## config.mk

```make
export PLATFORM = sky130hd
export DESIGN_NAME = sorted_table_search_flat
export DESIGN_NICKNAME = d
export VERILOG_FILES = /design/src/rtl/sts_pkg.sv /design/src/rtl/sts_if.sv /design/src/rtl/sts_ram.sv /design/src/rtl/sts_front.sv /design/src/rtl/sts_back.sv /design/src/rtl/sorted_table_search.sv /design/src/flat_wrapper.sv
export SDC_FILE = /design/constraint.sdc
export NUM_CORES = 2
export LEC_CHECK = 0
export ABC_AREA = 1
export ABC_CLOCK_PERIOD_IN_PS = 4800
export BUFFER_PORTS_ARGS = -buffer_cell sky130_fd_sc_hd__buf_4
export CORE_AREA = 3 3 459 279
export DETAILED_ROUTE_END_ITERATION = 10
export DIE_AREA = 0 0 462 282
export SLEW_MARGIN = 10
export SYNTH_ARGS = -nofsm -noshare
export SYNTH_HDL_FRONTEND = slang
export SYNTH_SLANG_ARGS = --single-unit
```

## constraint.sdc

```tcl
create_clock -name clk -period 4.8 [get_ports clk]
set_input_delay 0.24 -clock clk [delete_from_list [all_inputs] [get_ports clk]]
set_output_delay 0.24 -clock clk [all_outputs]
set_load 0.005 [all_outputs]
```

## src/rtl/sts_pkg.sv

```systemverilog
`timescale 1ns / 1ps
package sts_pkg;
  localparam int DEPTH = 16;
  localparam int AW = $clog2(DEPTH);
  localparam int CW = $clog2(DEPTH + 1);

  typedef enum logic [1:0] {
    ST_LOADED  = 2'd0,
    ST_FULL    = 2'd1,
    ST_FOUND   = 2'd2,
    ST_MISSING = 2'd3
  } status_t;

  typedef enum logic [3:0] {
    S_IDLE, S_LOAD, S_PASS, S_MRD, S_MWAIT, S_MCMP, S_COPY, S_CWAIT, S_CWR,
    S_PROBE, S_PWAIT, S_PCMP, S_DONE
  } bstate_t;

  // Queue entry passed from front to back.
  typedef struct packed {
    logic        action;
    logic [31:0] operand;
  } cmd_t;
endpackage

```

## src/rtl/sts_if.sv

```systemverilog
`timescale 1ns / 1ps
interface sts_in_if (input logic clk);
  logic        valid;
  logic        ready;
  logic        action;
  logic [31:0] operand;
  modport source (output valid, action, operand, input ready);
  modport sink (input valid, action, operand, output ready);
endinterface

interface sts_out_if (input logic clk);
  logic       valid;
  logic       ready;
  logic [1:0] status;
  logic [3:0] position;
  modport source (output valid, status, position, input ready);
  modport sink (input valid, status, position, output ready);
endinterface

```

## src/rtl/sts_ram.sv

```systemverilog
`timescale 1ns / 1ps
module sts_ram #(
  parameter int WIDTH = 32,
  parameter int DEPTH = 16
) (
  input  logic                     clk,
  input  logic                     we,
  input  logic [$clog2(DEPTH)-1:0] waddr,
  input  logic [WIDTH-1:0]         wdata,
  input  logic [$clog2(DEPTH)-1:0] raddr,
  output logic [WIDTH-1:0]         rdata
);
  logic [WIDTH-1:0] mem [DEPTH];
  always_ff @(posedge clk) begin
    if (we) mem[waddr] <= wdata;
    rdata <= mem[raddr];
  end
endmodule

```

## src/rtl/sts_front.sv

```systemverilog
`timescale 1ns / 1ps
module sts_front (
  input  logic            clk,
  input  logic            rst_n,
  sts_in_if.sink          in_ch,
  output sts_pkg::cmd_t   q_data,
  output logic            q_valid,
  input  logic            q_pop
);
  // Two-entry queue; accept whenever a slot is free.
  sts_pkg::cmd_t buf_r [2];
  logic          rd_r, wr_r;
  logic [1:0]    cnt_r;
  logic          push;

  assign in_ch.ready = (cnt_r != 2'd2);
  assign push = in_ch.valid && in_ch.ready;
  assign q_valid = (cnt_r != 2'd0);
  assign q_data = buf_r[rd_r];

  always_ff @(posedge clk) begin
    if (push) buf_r[wr_r] <= '{action: in_ch.action, operand: in_ch.operand ^ 32'h8000_0000};
    if (!rst_n) begin
      rd_r <= 1'b0;
      wr_r <= 1'b0;
      cnt_r <= 2'd0;
    end else begin
      if (push) wr_r <= ~wr_r;
      if (q_pop) rd_r <= ~rd_r;
      cnt_r <= cnt_r + {1'b0, push} - {1'b0, q_pop};
    end
  end
endmodule

```

## src/rtl/sts_back.sv

```systemverilog
`timescale 1ns / 1ps
module sts_back (
  input  logic          clk,
  input  logic          rst_n,
  input  sts_pkg::cmd_t q_data,
  input  logic          q_valid,
  output logic          q_pop,
  sts_out_if.source     out_ch
);
  localparam int AW = sts_pkg::AW;
  localparam int CW = sts_pkg::CW;

  sts_pkg::bstate_t st_r, st_nxt;
  logic [CW-1:0] cnt_r;
  logic          sorted_r;
  logic [31:0]   key_r;
  logic [CW:0]   wid_r, mid_r, hi_r, l_r, r_r, w_r;
  logic [31:0]   lv_r;
  logic          phase_r;
  logic signed [CW+1:0] blo_r, bhi_r;
  logic [1:0]    stat_r;
  logic [AW-1:0] pos_r;
  logic          ovalid_r;

  // Table and scratch memories.
  logic          t_we, s_we;
  logic [AW-1:0] t_wa, t_ra, s_wa, s_ra;
  logic [31:0]   t_wd, t_rd, s_wd, s_rd;
  sts_ram #(.WIDTH(32), .DEPTH(sts_pkg::DEPTH)) u_tab (
    .clk(clk), .we(t_we), .waddr(t_wa), .wdata(t_wd), .raddr(t_ra), .rdata(t_rd));
  sts_ram #(.WIDTH(32), .DEPTH(sts_pkg::DEPTH)) u_scr (
    .clk(clk), .we(s_we), .waddr(s_wa), .wdata(s_wd), .raddr(s_ra), .rdata(s_rd));

  logic [CW:0] n_ext, mid_c, hi_c;
  logic signed [CW+1:0] bmid;
  logic l_live, r_live;
  assign n_ext = {1'b0, cnt_r};
  assign l_live = (l_r < mid_r);
  assign r_live = (r_r < hi_r);
  assign bmid = (blo_r + bhi_r) >>> 1;
  // Bounds of the next run pair.
  assign mid_c = hi_r + wid_r;
  assign hi_c = hi_r + (wid_r << 1);

  assign out_ch.valid = ovalid_r;
  assign out_ch.status = stat_r;
  assign out_ch.position = 4'(pos_r);
  assign q_pop = (st_r == sts_pkg::S_IDLE) && q_valid && !ovalid_r;

  // Next state.
  always_comb begin
    st_nxt = st_r;
    unique case (st_r)
      sts_pkg::S_IDLE:  if (q_pop) st_nxt = q_data.action ? sts_pkg::S_PASS : sts_pkg::S_LOAD;
      sts_pkg::S_LOAD:  st_nxt = sts_pkg::S_DONE;
      sts_pkg::S_PASS:  st_nxt = (sorted_r || wid_r >= n_ext) ? sts_pkg::S_PROBE : sts_pkg::S_MRD;
      sts_pkg::S_MRD:   st_nxt = sts_pkg::S_MWAIT;
      sts_pkg::S_MWAIT: st_nxt = sts_pkg::S_MCMP;
      sts_pkg::S_MCMP:  if (!phase_r) st_nxt = sts_pkg::S_MRD;
                        else if (w_r + 1 >= hi_r)
                          st_nxt = (hi_r >= n_ext) ? sts_pkg::S_COPY : sts_pkg::S_MRD;
                        else st_nxt = sts_pkg::S_MRD;
      sts_pkg::S_COPY:  st_nxt = sts_pkg::S_CWAIT;
      sts_pkg::S_CWAIT: st_nxt = sts_pkg::S_CWR;
      sts_pkg::S_CWR:   st_nxt = (w_r + 1 >= n_ext) ? sts_pkg::S_PASS : sts_pkg::S_COPY;
      sts_pkg::S_PROBE: st_nxt = (blo_r > bhi_r) ? sts_pkg::S_DONE : sts_pkg::S_PWAIT;
      sts_pkg::S_PWAIT: st_nxt = sts_pkg::S_PCMP;
      sts_pkg::S_PCMP:  st_nxt = (t_rd == key_r) ? sts_pkg::S_DONE : sts_pkg::S_PROBE;
      sts_pkg::S_DONE:  st_nxt = sts_pkg::S_IDLE;
      default:          st_nxt = sts_pkg::S_IDLE;
    endcase
  end

  // Memory controls; hold the read address through the wait cycle.
  always_comb begin
    t_we = 1'b0; s_we = 1'b0;
    t_wa = AW'(w_r); t_wd = s_rd; s_wa = AW'(w_r); s_wd = t_rd;
    t_ra = AW'(l_r); s_ra = AW'(w_r);
    unique case (st_r) inside
      sts_pkg::S_LOAD: begin
        t_we = (cnt_r < CW'(sts_pkg::DEPTH)); t_wa = AW'(cnt_r); t_wd = key_r;
      end
      sts_pkg::S_MRD, sts_pkg::S_MWAIT:
        t_ra = (phase_r || !l_live) ? AW'(r_r) : AW'(l_r);
      sts_pkg::S_MCMP: begin
        // phase 0 latched left head; phase 1 has right head in t_rd
        if (phase_r) begin
          s_we = 1'b1;
          if (l_live && (!r_live || lv_r <= t_rd)) s_wd = lv_r;
          else s_wd = t_rd;
        end
      end
      sts_pkg::S_CWR: t_we = 1'b1;
      sts_pkg::S_PROBE, sts_pkg::S_PWAIT: t_ra = AW'(bmid);
      default: ;
    endcase
  end

  // Datapath registers.
  always_ff @(posedge clk) begin
    if (!rst_n) begin
      st_r <= sts_pkg::S_IDLE;
      cnt_r <= '0;
      sorted_r <= 1'b1;
      ovalid_r <= 1'b0;
    end else begin
      st_r <= st_nxt;
      if (out_ch.valid && out_ch.ready) ovalid_r <= 1'b0;
      unique case (st_r)
        sts_pkg::S_IDLE: if (q_pop) begin
          key_r <= q_data.operand;
          wid_r <= (CW+1)'(1);
          pos_r <= '0;
          stat_r <= sts_pkg::ST_MISSING;
        end
        sts_pkg::S_LOAD: begin
          if (cnt_r < CW'(sts_pkg::DEPTH)) begin
            cnt_r <= cnt_r + 1'b1; sorted_r <= 1'b0; stat_r <= sts_pkg::ST_LOADED;
          end else stat_r <= sts_pkg::ST_FULL;
        end
        sts_pkg::S_PASS: begin
          blo_r <= '0;
          bhi_r <= $signed({2'b0, cnt_r}) - (CW+2)'(1);
          if (sorted_r || wid_r >= n_ext) sorted_r <= 1'b1;
          else begin
            l_r <= '0; w_r <= '0; phase_r <= 1'b0;
            mid_r <= (wid_r > n_ext) ? n_ext : wid_r;
            hi_r <= ((wid_r << 1) > n_ext) ? n_ext : (wid_r << 1);
            r_r <= (wid_r > n_ext) ? n_ext : wid_r;
          end
        end
        sts_pkg::S_MCMP: begin
          if (!phase_r) begin
            lv_r <= t_rd; phase_r <= 1'b1;
          end else begin
            phase_r <= 1'b0;
            if (l_live && (!r_live || lv_r <= t_rd)) l_r <= l_r + 1'b1;
            else r_r <= r_r + 1'b1;
            w_r <= w_r + 1'b1;
            if (w_r + 1 >= hi_r) begin
              l_r <= hi_r;
              mid_r <= (mid_c > n_ext) ? n_ext : mid_c;
              r_r <= (mid_c > n_ext) ? n_ext : mid_c;
              hi_r <= (hi_c > n_ext) ? n_ext : hi_c;
              if (hi_r >= n_ext) w_r <= '0;
            end
          end
        end
        sts_pkg::S_CWR: begin
          w_r <= w_r + 1'b1;
          if (w_r + 1 >= n_ext) wid_r <= wid_r << 1;
        end
        sts_pkg::S_PROBE: mid_r <= (CW+1)'(bmid);
        sts_pkg::S_PCMP: begin
          if (t_rd == key_r) begin
            stat_r <= sts_pkg::ST_FOUND; pos_r <= AW'(mid_r);
          end else if (key_r > t_rd) blo_r <= $signed({1'b0, mid_r}) + (CW+2)'(1);
          else bhi_r <= $signed({1'b0, mid_r}) - (CW+2)'(1);
        end
        sts_pkg::S_DONE: ovalid_r <= 1'b1;
        default: ;
      endcase
    end
  end
endmodule

```

## src/rtl/sorted_table_search.sv

```systemverilog
`timescale 1ns / 1ps
// Sorted table search.
// in channel: action 0 loads operand into the next table slot, action 1
// searches for operand. out channel: one transaction per input with status
// (loaded, full, found, not found) and the sorted position of a match.
// A two-entry queue decouples the input from the back-end sequencer, so
// inputs are taken while a result waits on a stalled receiver.
// A search runs a binary search over the sorted table; when loads arrived
// since the last search, a merge sort runs first over ceil(log2(n)) passes,
// paced by the one read port of the table memory (two heads read per merged
// entry). One item is processed at a time in the back end.
// Reset clears the entry count, marks the table sorted and empties the queue;
// table contents are undefined until loaded. A stalled out_ready holds the
// result and the back end; the queue then fills and in_ready drops.
module sorted_table_search (
  input logic clk,
  input logic rst_n,
  sts_in_if.sink    in_ch,
  sts_out_if.source out_ch
);
  sts_pkg::cmd_t q_data;
  logic          q_valid, q_pop;

  sts_front u_front (.clk(clk), .rst_n(rst_n), .in_ch(in_ch),
    .q_data(q_data), .q_valid(q_valid), .q_pop(q_pop));
  sts_back u_back (.clk(clk), .rst_n(rst_n), .q_data(q_data), .q_valid(q_valid),
    .q_pop(q_pop), .out_ch(out_ch));

  // Pop only with data present.
  a_pop: assert property (@(posedge clk) disable iff (!rst_n) q_pop |-> q_valid)
    else $error("queue popped while empty");
  // Result stays until taken.
  a_hold: assert property (@(posedge clk) disable iff (!rst_n)
    out_ch.valid && !out_ch.ready |=> out_ch.valid && $stable(out_ch.status))
    else $error("result dropped");
endmodule

```

## src/flat_wrapper.sv

```systemverilog
// flat-port wrapper written by rule: the top's interface ports become plain ports
module sorted_table_search_flat 
  (clk, rst_n, in_ch_valid, in_ch_action, in_ch_operand, in_ch_ready, out_ch_valid, out_ch_status, out_ch_position, out_ch_ready);
  sts_in_if in_ch_i (.clk(clk));
  sts_out_if out_ch_i (.clk(clk));
  input logic clk;
  input logic rst_n;
  input wire logic [$bits(in_ch_i.valid)-1:0] in_ch_valid;
  input wire logic [$bits(in_ch_i.action)-1:0] in_ch_action;
  input wire logic [$bits(in_ch_i.operand)-1:0] in_ch_operand;
  output wire logic [$bits(in_ch_i.ready)-1:0] in_ch_ready;
  output wire logic [$bits(out_ch_i.valid)-1:0] out_ch_valid;
  output wire logic [$bits(out_ch_i.status)-1:0] out_ch_status;
  output wire logic [$bits(out_ch_i.position)-1:0] out_ch_position;
  input wire logic [$bits(out_ch_i.ready)-1:0] out_ch_ready;
  assign in_ch_i.valid = in_ch_valid;
  assign in_ch_i.action = in_ch_action;
  assign in_ch_i.operand = in_ch_operand;
  assign in_ch_ready = in_ch_i.ready;
  assign out_ch_valid = out_ch_i.valid;
  assign out_ch_status = out_ch_i.status;
  assign out_ch_position = out_ch_i.position;
  assign out_ch_i.ready = out_ch_ready;
  sorted_table_search u_core (.clk(clk), .rst_n(rst_n), .in_ch(in_ch_i), .out_ch(out_ch_i));
endmodule
```

**Word level (Yosys, flattened, before mapping)**

Memory sizes are Yosys's and may differ from the RTL's. A register that Yosys moved wholly into a read port is not among the register bits.
Cells that the tools add are included.

- Reduce and logical (&&, ||, !) cells: 39
- Eq/ne operators: 27
- $lt $le $gt $ge: 14
- Mux-type cells: 77
- $add $sub $neg: 13
- Bitwise operators: 4

Operators by type and width:

| operator | count |
|---|---|
| 6-bit two-way mux | 22 |
| 32-bit two-way mux | 4 |
| 4-bit case mux with 12 select lines | 1 |
| 6-bit case mux with 2 select lines | 4 |
| 6-bit case mux with 3 select lines | 2 |
| 32-bit equality test | 1 |
| 32-bit by 6-bit greater-or-equal comparator with 1-bit output | 1 |
| 32-bit greater-than comparator | 1 |
| 32-bit less-or-equal comparator | 1 |
| 7-bit two-way mux | 4 |
| 7-bit case mux with 2 select lines | 2 |
| 6-bit by 5-bit greater-than comparator with 1-bit output | 4 |
| 4-bit two-way mux | 6 |
| 4-bit AND reduction | 6 |
| 4-bit equality test, second input constant | 5 |
| 5-bit AND reduction | 4 |
| 6-bit by 1-bit adder with 6-bit output, second input constant | 3 |
| 3-bit two-way mux | 6 |
| 2-bit inequality test, second input constant | 9 |
| 1-bit two-way mux | 17 |
| 4-bit by 3-bit equality test with 1-bit output, second input constant | 4 |
| 4-bit case mux with 2 select lines | 2 |
| 6-bit by 1-bit adder with 7-bit output, second input constant | 2 |
| 2-bit nonzero test | 7 |
| 29 further kinds | 56 |

- Output and inout port bits: 8
- Memories kept: 3
- Bits in registers: 136
- Memory bits (writable): 1,090
- Input port bits: 37
- Logic and storage cells: 197

Memory list:

| memory | words | bits a word | rd ports | clocked after memory_dff | wr ports | RTL line | text |
|---|---|---|---|---|---|---|---|
| u_core.u_back.u_scr.mem | 16 | 32 | 1 | 1 | 1 | sts_ram.sv:13 | `logic [WIDTH-1:0] mem [DEPTH];` |
| u_core.u_back.u_tab.mem | 16 | 32 | 1 | 1 | 1 | sts_ram.sv:13 |  |
| u_core.u_front.buf_r | 2 | 33 | 1 | 1 | 1 | sts_front.sv:11 | `sts_pkg::cmd_t buf_r [2];` |

**Logic depth before layout (Yosys ltp)**

- Word-level depth: 8
- Mapped depth: 18
- Mapped depth without buffers: 16

**Cells and area by module**

A second synthesis with hierarchy kept.

- Cells, all modules: 5,607
- Area total of the unflattened synthesis: 58,305.9 um2

By module, submodules not included:

| module | cells an instance | instances | sequential area each (um2) | area each (um2) |
|---|---|---|---|---|
| sts_ram at u_core.u_back.u_scr | 2,120 | 1 | 16,015.4 | 22,744.3 |
| sts_ram at u_core.u_back.u_tab | 2,120 | 1 | 16,015.4 | 22,730.6 |
| sts_back | 1,231 | 1 | 3,853.7 | 10,062.2 |
| sts_front | 136 | 1 | 2,082.0 | 2,768.9 |

**Worst setup path before layout**

No wires, ideal clock.

- Path type: register to register
- From: register u_core.u_back.st_r[0]
- To: memory u_core.u_back.u_scr.mem[15][0] (enable)
- Period minus slack after synthesis: 4,715 ps
- Data required time: 4,298 ps
- Path slack: 85 ps
- Arrival time: 4,213 ps
- Stages on the path, launching flop included: 6
- Library setup time: 502 ps
- Path buffers: 1
- Cell sequence: dfxtp_1 > nand2_1 > nor2_1 > inv_2 > clkbuf_1 > nor4_1

- Longest elaborated chain between the ends: 4

Ends and longest elaborated chain:

| what | RTL line | text |
|---|---|---|
| from (decl) | sts_back.sv:13 | `sts_pkg::bstate_t st_r, st_nxt;` |
| from (signal assigned) | sts_back.sv:102 | `st_r <= sts_pkg::S_IDLE;` |
| from (signal assigned) | sts_back.sv:107 | `st_r <= st_nxt;` |
| 4-bit by 3-bit equality test with 1-bit output | n/a |  |
| 1-bit two-way mux | sts_back.sv:79 | `unique case (st_r) inside` |
| 1-bit two-way mux | sts_ram.sv:15 | `if (we) mem[waddr] <= wdata;` |
| 1-bit two-way mux (implied by the code) | sts_ram.sv:15 |  |
| to (decl) | sts_ram.sv:13 |  |

No other way between the ends.

**Worst setup path in the final report**

- From: register u_core.u_back.mid_r[3]
- To: register u_core.u_back.u_tab.rdata[14] (read register of u_core.u_back.u_tab.mem)

- Longest elaborated chain between the ends: 5

Ends and longest elaborated chain:

| what | RTL line | text |
|---|---|---|
| from (decl) | sts_back.sv:17 | `logic [CW:0] wid_r, mid_r, hi_r, l_r, r_r, w_r;` |
| from (signal assigned) | sts_back.sv:127 | `mid_r <= (wid_r > n_ext) ? n_ext : wid_r;` |
| from (signal assigned) | sts_back.sv:142 | `mid_r <= (mid_c > n_ext) ? n_ext : mid_c;` |
| from (signal assigned) | sts_back.sv:153 | `sts_pkg::S_PROBE: mid_r <= (CW+1)'(bmid);` |
| 6-bit less-than comparator | sts_back.sv:38 | `assign l_live = (l_r < mid_r);` |
| 1-bit logical NOT | sts_back.sv:84 | `t_ra = (phase_r \|\| !l_live) ? AW'(r_r) : AW'(l_r);` |
| 1-bit logical OR | sts_back.sv:84 |  |
| 4-bit two-way mux | sts_back.sv:84 |  |
| 4-bit case mux with 2 select lines | sts_back.sv:79 |  |
| to (decl) | sts_ram.sv:11 | `output logic [WIDTH-1:0] rdata` |

No other way between the ends.
A chain may end at the register's enable or synchronous reset.

==> impl_metrics.env <==
export IMPL_synth_top_area_cell="edfxtp_1"
export IMPL_die_width_um=462
export IMPL_crit_family="buffers and inverters"
export IMPL_mostFrequentLayoutCells="1211 x edfxtp_1, 905 x nand2_1, 618 x nand3_1"
export IMPL_yosysWarnings=0
export IMPL_drtAntennaViolNets=0
export IMPL_cpMostUsedCell="nand2_1"
export IMPL_yosys_top_cells_area="edfxtp_1 65%, nand2_1 6.1%, nand3_1 5.6%, inv_1 3.5%, ha_1 3.2%"
export IMPL_portBuffers=44
export IMPL_slew_headroom_pct=14.3
export IMPL_final_common_cell="edfxtp_1"
export IMPL_tightest_slew_ns=1.28
export IMPL_final_cells=6705
export IMPL_fmax_ghz=0.270
export IMPL_p_leak_nw=23.7
export IMPL_tns_ns=0
export IMPL_fillers=10800
export IMPL_die_h_um=282
export IMPL_io_pin_count=45
export IMPL_whs_path_depth=2
export IMPL_drt_iter0_drc=4866
export IMPL_hold_ws_ns=0.211
export IMPL_r2r_setup_slack_ns=1.10
export IMPL_post_place_cells=6451
export IMPL_cts_buffers=114
export IMPL_wirelength_mm=154
export IMPL_cp_end_kind="register"
export IMPL_core_um2=124000
export IMPL_rr_worst_depth=12
export IMPL_path_buf_inv=3
export IMPL_synth_area_um2=55700
export IMPL_setup_violations_final=0
export IMPL_grt_overflow=0
export IMPL_cts_sink_count=1291
export IMPL_dp_hpwl_mm=88.4
export IMPL_reg2reg_from="u_core.u_back.mid_r[3]$_DFFE_PP_"
export IMPL_syn_inst=4952
export IMPL_drv_slew=0
export IMPL_yosysSeqAreaShare_pct=68.1
export IMPL_gp_congestion=0.907
export IMPL_hold_viol=0
export IMPL_outcome="completed"
export IMPL_rows=100
export IMPL_area_growth_pct=12.1
export IMPL_finalCritPeriodShare_pct=77.2
export IMPL_crit_fanout=17
export IMPL_critical_path_class="register to register"
export IMPL_routedWlPerCell_um=23.0
export IMPL_synth_edf_count=1211
export IMPL_ctsLongestPathBuffers=3
export IMPL_hold_end="u_core.u_front.buf_r[0][14]$_DFFE_PP_"
export IMPL_synth_fp_nets=5134
export IMPL_layout_drive_gt1_share_pct=7.30
export IMPL_drc=0
export IMPL_grt_usage_pct=23.6
export IMPL_cts_tree="built"
export IMPL_vias=37300
export IMPL_finClkSkew_ns=0.0622
export IMPL_hold_start="in_ch_operand[14]"
export IMPL_crit_required_ns=5.41
export IMPL_root_buffer="clkbuf_16"
export IMPL_r2r_end="u_core.u_back.u_tab.rdata[14]$_DFF_P_"
export IMPL_start_kind="register"
export IMPL_path_clk_slew_ns=0.07
export IMPL_rsz0062_at_grt="false"
export IMPL_crit_path_max_incr_delay_ns=0.82
export IMPL_arrival_ns=4.31
export IMPL_nNetsFinal=5153
export IMPL_min_path_type="input port to register"
export IMPL_cp_cell_sequence="inv_1, ha_1, nand2_1, nand2_1, a21oi_1, nand3_1, a32o_1, a21oi_4, clkinv_1, buf_4, nand3_1, nand2_1"
export IMPL_viasPerCell=5.57
export IMPL_antenna_found_initial=4
export IMPL_grt_pass1_vias=34600
export IMPL_post_cts_repair_setup_buffers=0
export IMPL_drt_pass1_iterations=8
export IMPL_grt_first_pass_wirelength_mm=229
export IMPL_crit_slowest_cell="clkinv_1"
export IMPL_finalCriticalPeriod_ns=3.70
export IMPL_synthFlopType="edfxtp_1"
export IMPL_cellPowerDensity_nw_per_um2=553
export IMPL_htreeDepth=3
export IMPL_die_area_um2=130000
export IMPL_ys_ff_latch=1291
export IMPL_async_flop_share_pct=0
export IMPL_avgSynthCellArea_um2=11.3
export IMPL_max_cap_viol_count=0
export IMPL_grt_max_degree=202
export IMPL_netlist_cell_type_count=47
export IMPL_clk_latency_ns=0.76
export IMPL_post_cts_resized=0
export IMPL_start_util_pct=45.0
export IMPL_vdd_drop_max_uv=409
export IMPL_yosysTopAreaCellShare_pct=65.3
## flip-flops by register name (all words and copies together), names as in the netlist, 2 cells and up, named ones only
name	cells
u_core.u_back.u_scr.mem	512
u_core.u_back.u_tab.mem	512
u_core.u_front.buf_r	66
u_core.u_back.key_r	32
u_core.u_back.lv_r	32
u_core.u_back.u_scr.rdata	32
u_core.u_back.u_tab.rdata	32
u_core.u_back.bhi_r	7
u_core.u_back.blo_r	7
u_core.u_back.hi_r	6
u_core.u_back.l_r	6
u_core.u_back.mid_r	6
u_core.u_back.r_r	6
u_core.u_back.w_r	6
u_core.u_back.wid_r	6
u_core.u_back.cnt_r	5
u_core.u_back.out_ch.position	4
u_core.u_back.st_r	4
u_core.u_back.out_ch.status	2
u_core.u_front.cnt_r	2
## power breakdown
group | internal, mW | leakage, nW | total (mW) | switching (mW)
Clock | 5.41 | 1.92 | 9.61 | 4.20
Combinational | 2.54 | 10.2 | 9.79 | 7.25
Sequential | 14.6 | 11.6 | 15.2 | 0.596
## how the worst max path moves through the flow
| stage | startpoint | endpoint | slack, ns | cells past startpoint |
|---|---|---|---|---|
| after floorplan | u_core.u_back.st_r[0]$_SDFFE_PN0N_ | u_core.u_back.u_scr.mem[15][0]$_DFFE_PP_ | 0.09 | 5 |
| after global placement | u_core.u_back.u_tab.rdata[30]$_DFF_P_ | u_core.u_back.blo_r[2]$_SDFFCE_PN0P_ | 1.16 | 10 |
| after detailed placement | u_core.u_back.mid_r[3]$_DFFE_PP_ | u_core.u_back.u_tab.rdata[15]$_DFF_P_ | 1.21 | 12 |
| after CTS | u_core.u_back.u_tab.rdata[30]$_DFF_P_ | u_core.u_back.bhi_r[2]$_DFFE_PP_ | 1.21 | 11 |
| after global routing | u_core.u_back.w_r[0]$_DFFE_PP_ | u_core.u_back.l_r[0]$_SDFFCE_PN0P_ | 0.88 | 12 |
| final | u_core.u_back.mid_r[3]$_DFFE_PP_ | u_core.u_back.u_tab.rdata[14]$_DFF_P_ | 1.10 | 12 |
## layout make-up
type,count,area (µm²),share of cell area [%]
clock inverter,53,639,1.02
timing repair buffer,168,1580,2.52
antenna,3,7.51,0.0120
multi-input combinational,2863,14900,23.9
tap,1632,2040,3.27
clock buffer,162,3280,5.24
sequential,1291,38000,60.8
inverter,533,2010,3.22
## what timing repair did
action                                  CTS  global route
endpoints found under the setup margin    0             0
endpoints found under the hold margin    73             0
hold buffers                             36             0
## per-layer routing
| layer | track usage [%] | vias to the layer above | routed length (µm) |
|---|---|---|---|
| li1 | - | 17300 | - |
| met1 | 37.2 | 18100 | 71500 |
| met2 | 32.7 | 1733 | 63400 |
| met3 | 5.77 | 185 | 16600 |
| met4 | 4.93 | 2 | 2780 |
| met5 | 0 | - | 13 |
## cell families (layout without fill, tap and decap cells)
logic type               count (synthesis)  count (layout)  share of synthesized area [%]
buffers and inverters                  798             916                           5.67
AO/OA/AOI/OAI                          581             581                           5.77
XOR/XNOR                                26              26                          0.409
flip-flops                            1291            1291                           68.1
other                                    1               4                        0.00673
adder cells (fa/ha/maj)                145             145                           3.30
AND/OR/NAND/NOR                       2110            2110                           16.7
## synth_stat cells, drive strengths merged, types with 2 or more instances
cell type	instances
nand2	908
edfxtp	1211
a211oi	4
o21ai	318
fa	3
xnor2	7
nor2	382
buf	129
and3	2
nand4	77
and2	2
a221oi	2
o22ai	129
o21bai	4
clkinv	3
ha	142
a21oi	91
or2	2
a21boi	2
nor3b	2
o21a	4
inv	530
dfxtp	80
nor3	14
nor4	6
a31oi	6
nand3b	96
o211ai	16
clkbuf	136
nand3	619
xor2	19
## metrics by stage
stage	total power, mW	instance area [µm²]	setup WS, ns	utilization, %
6_report	34.6	62500	1.10	50.4
5_1_grt	36.3	62500	0.883	50.4
4_1_cts	34.6	62500	1.21	50.4
3_5_place_dp	25.0	58200	1.21	47.0
3_3_place_gp	24.9	58200	1.16	47.0
2_1_floorplan	21.4	55700	0.0852	-
Power figures use the tool's default switching activity.
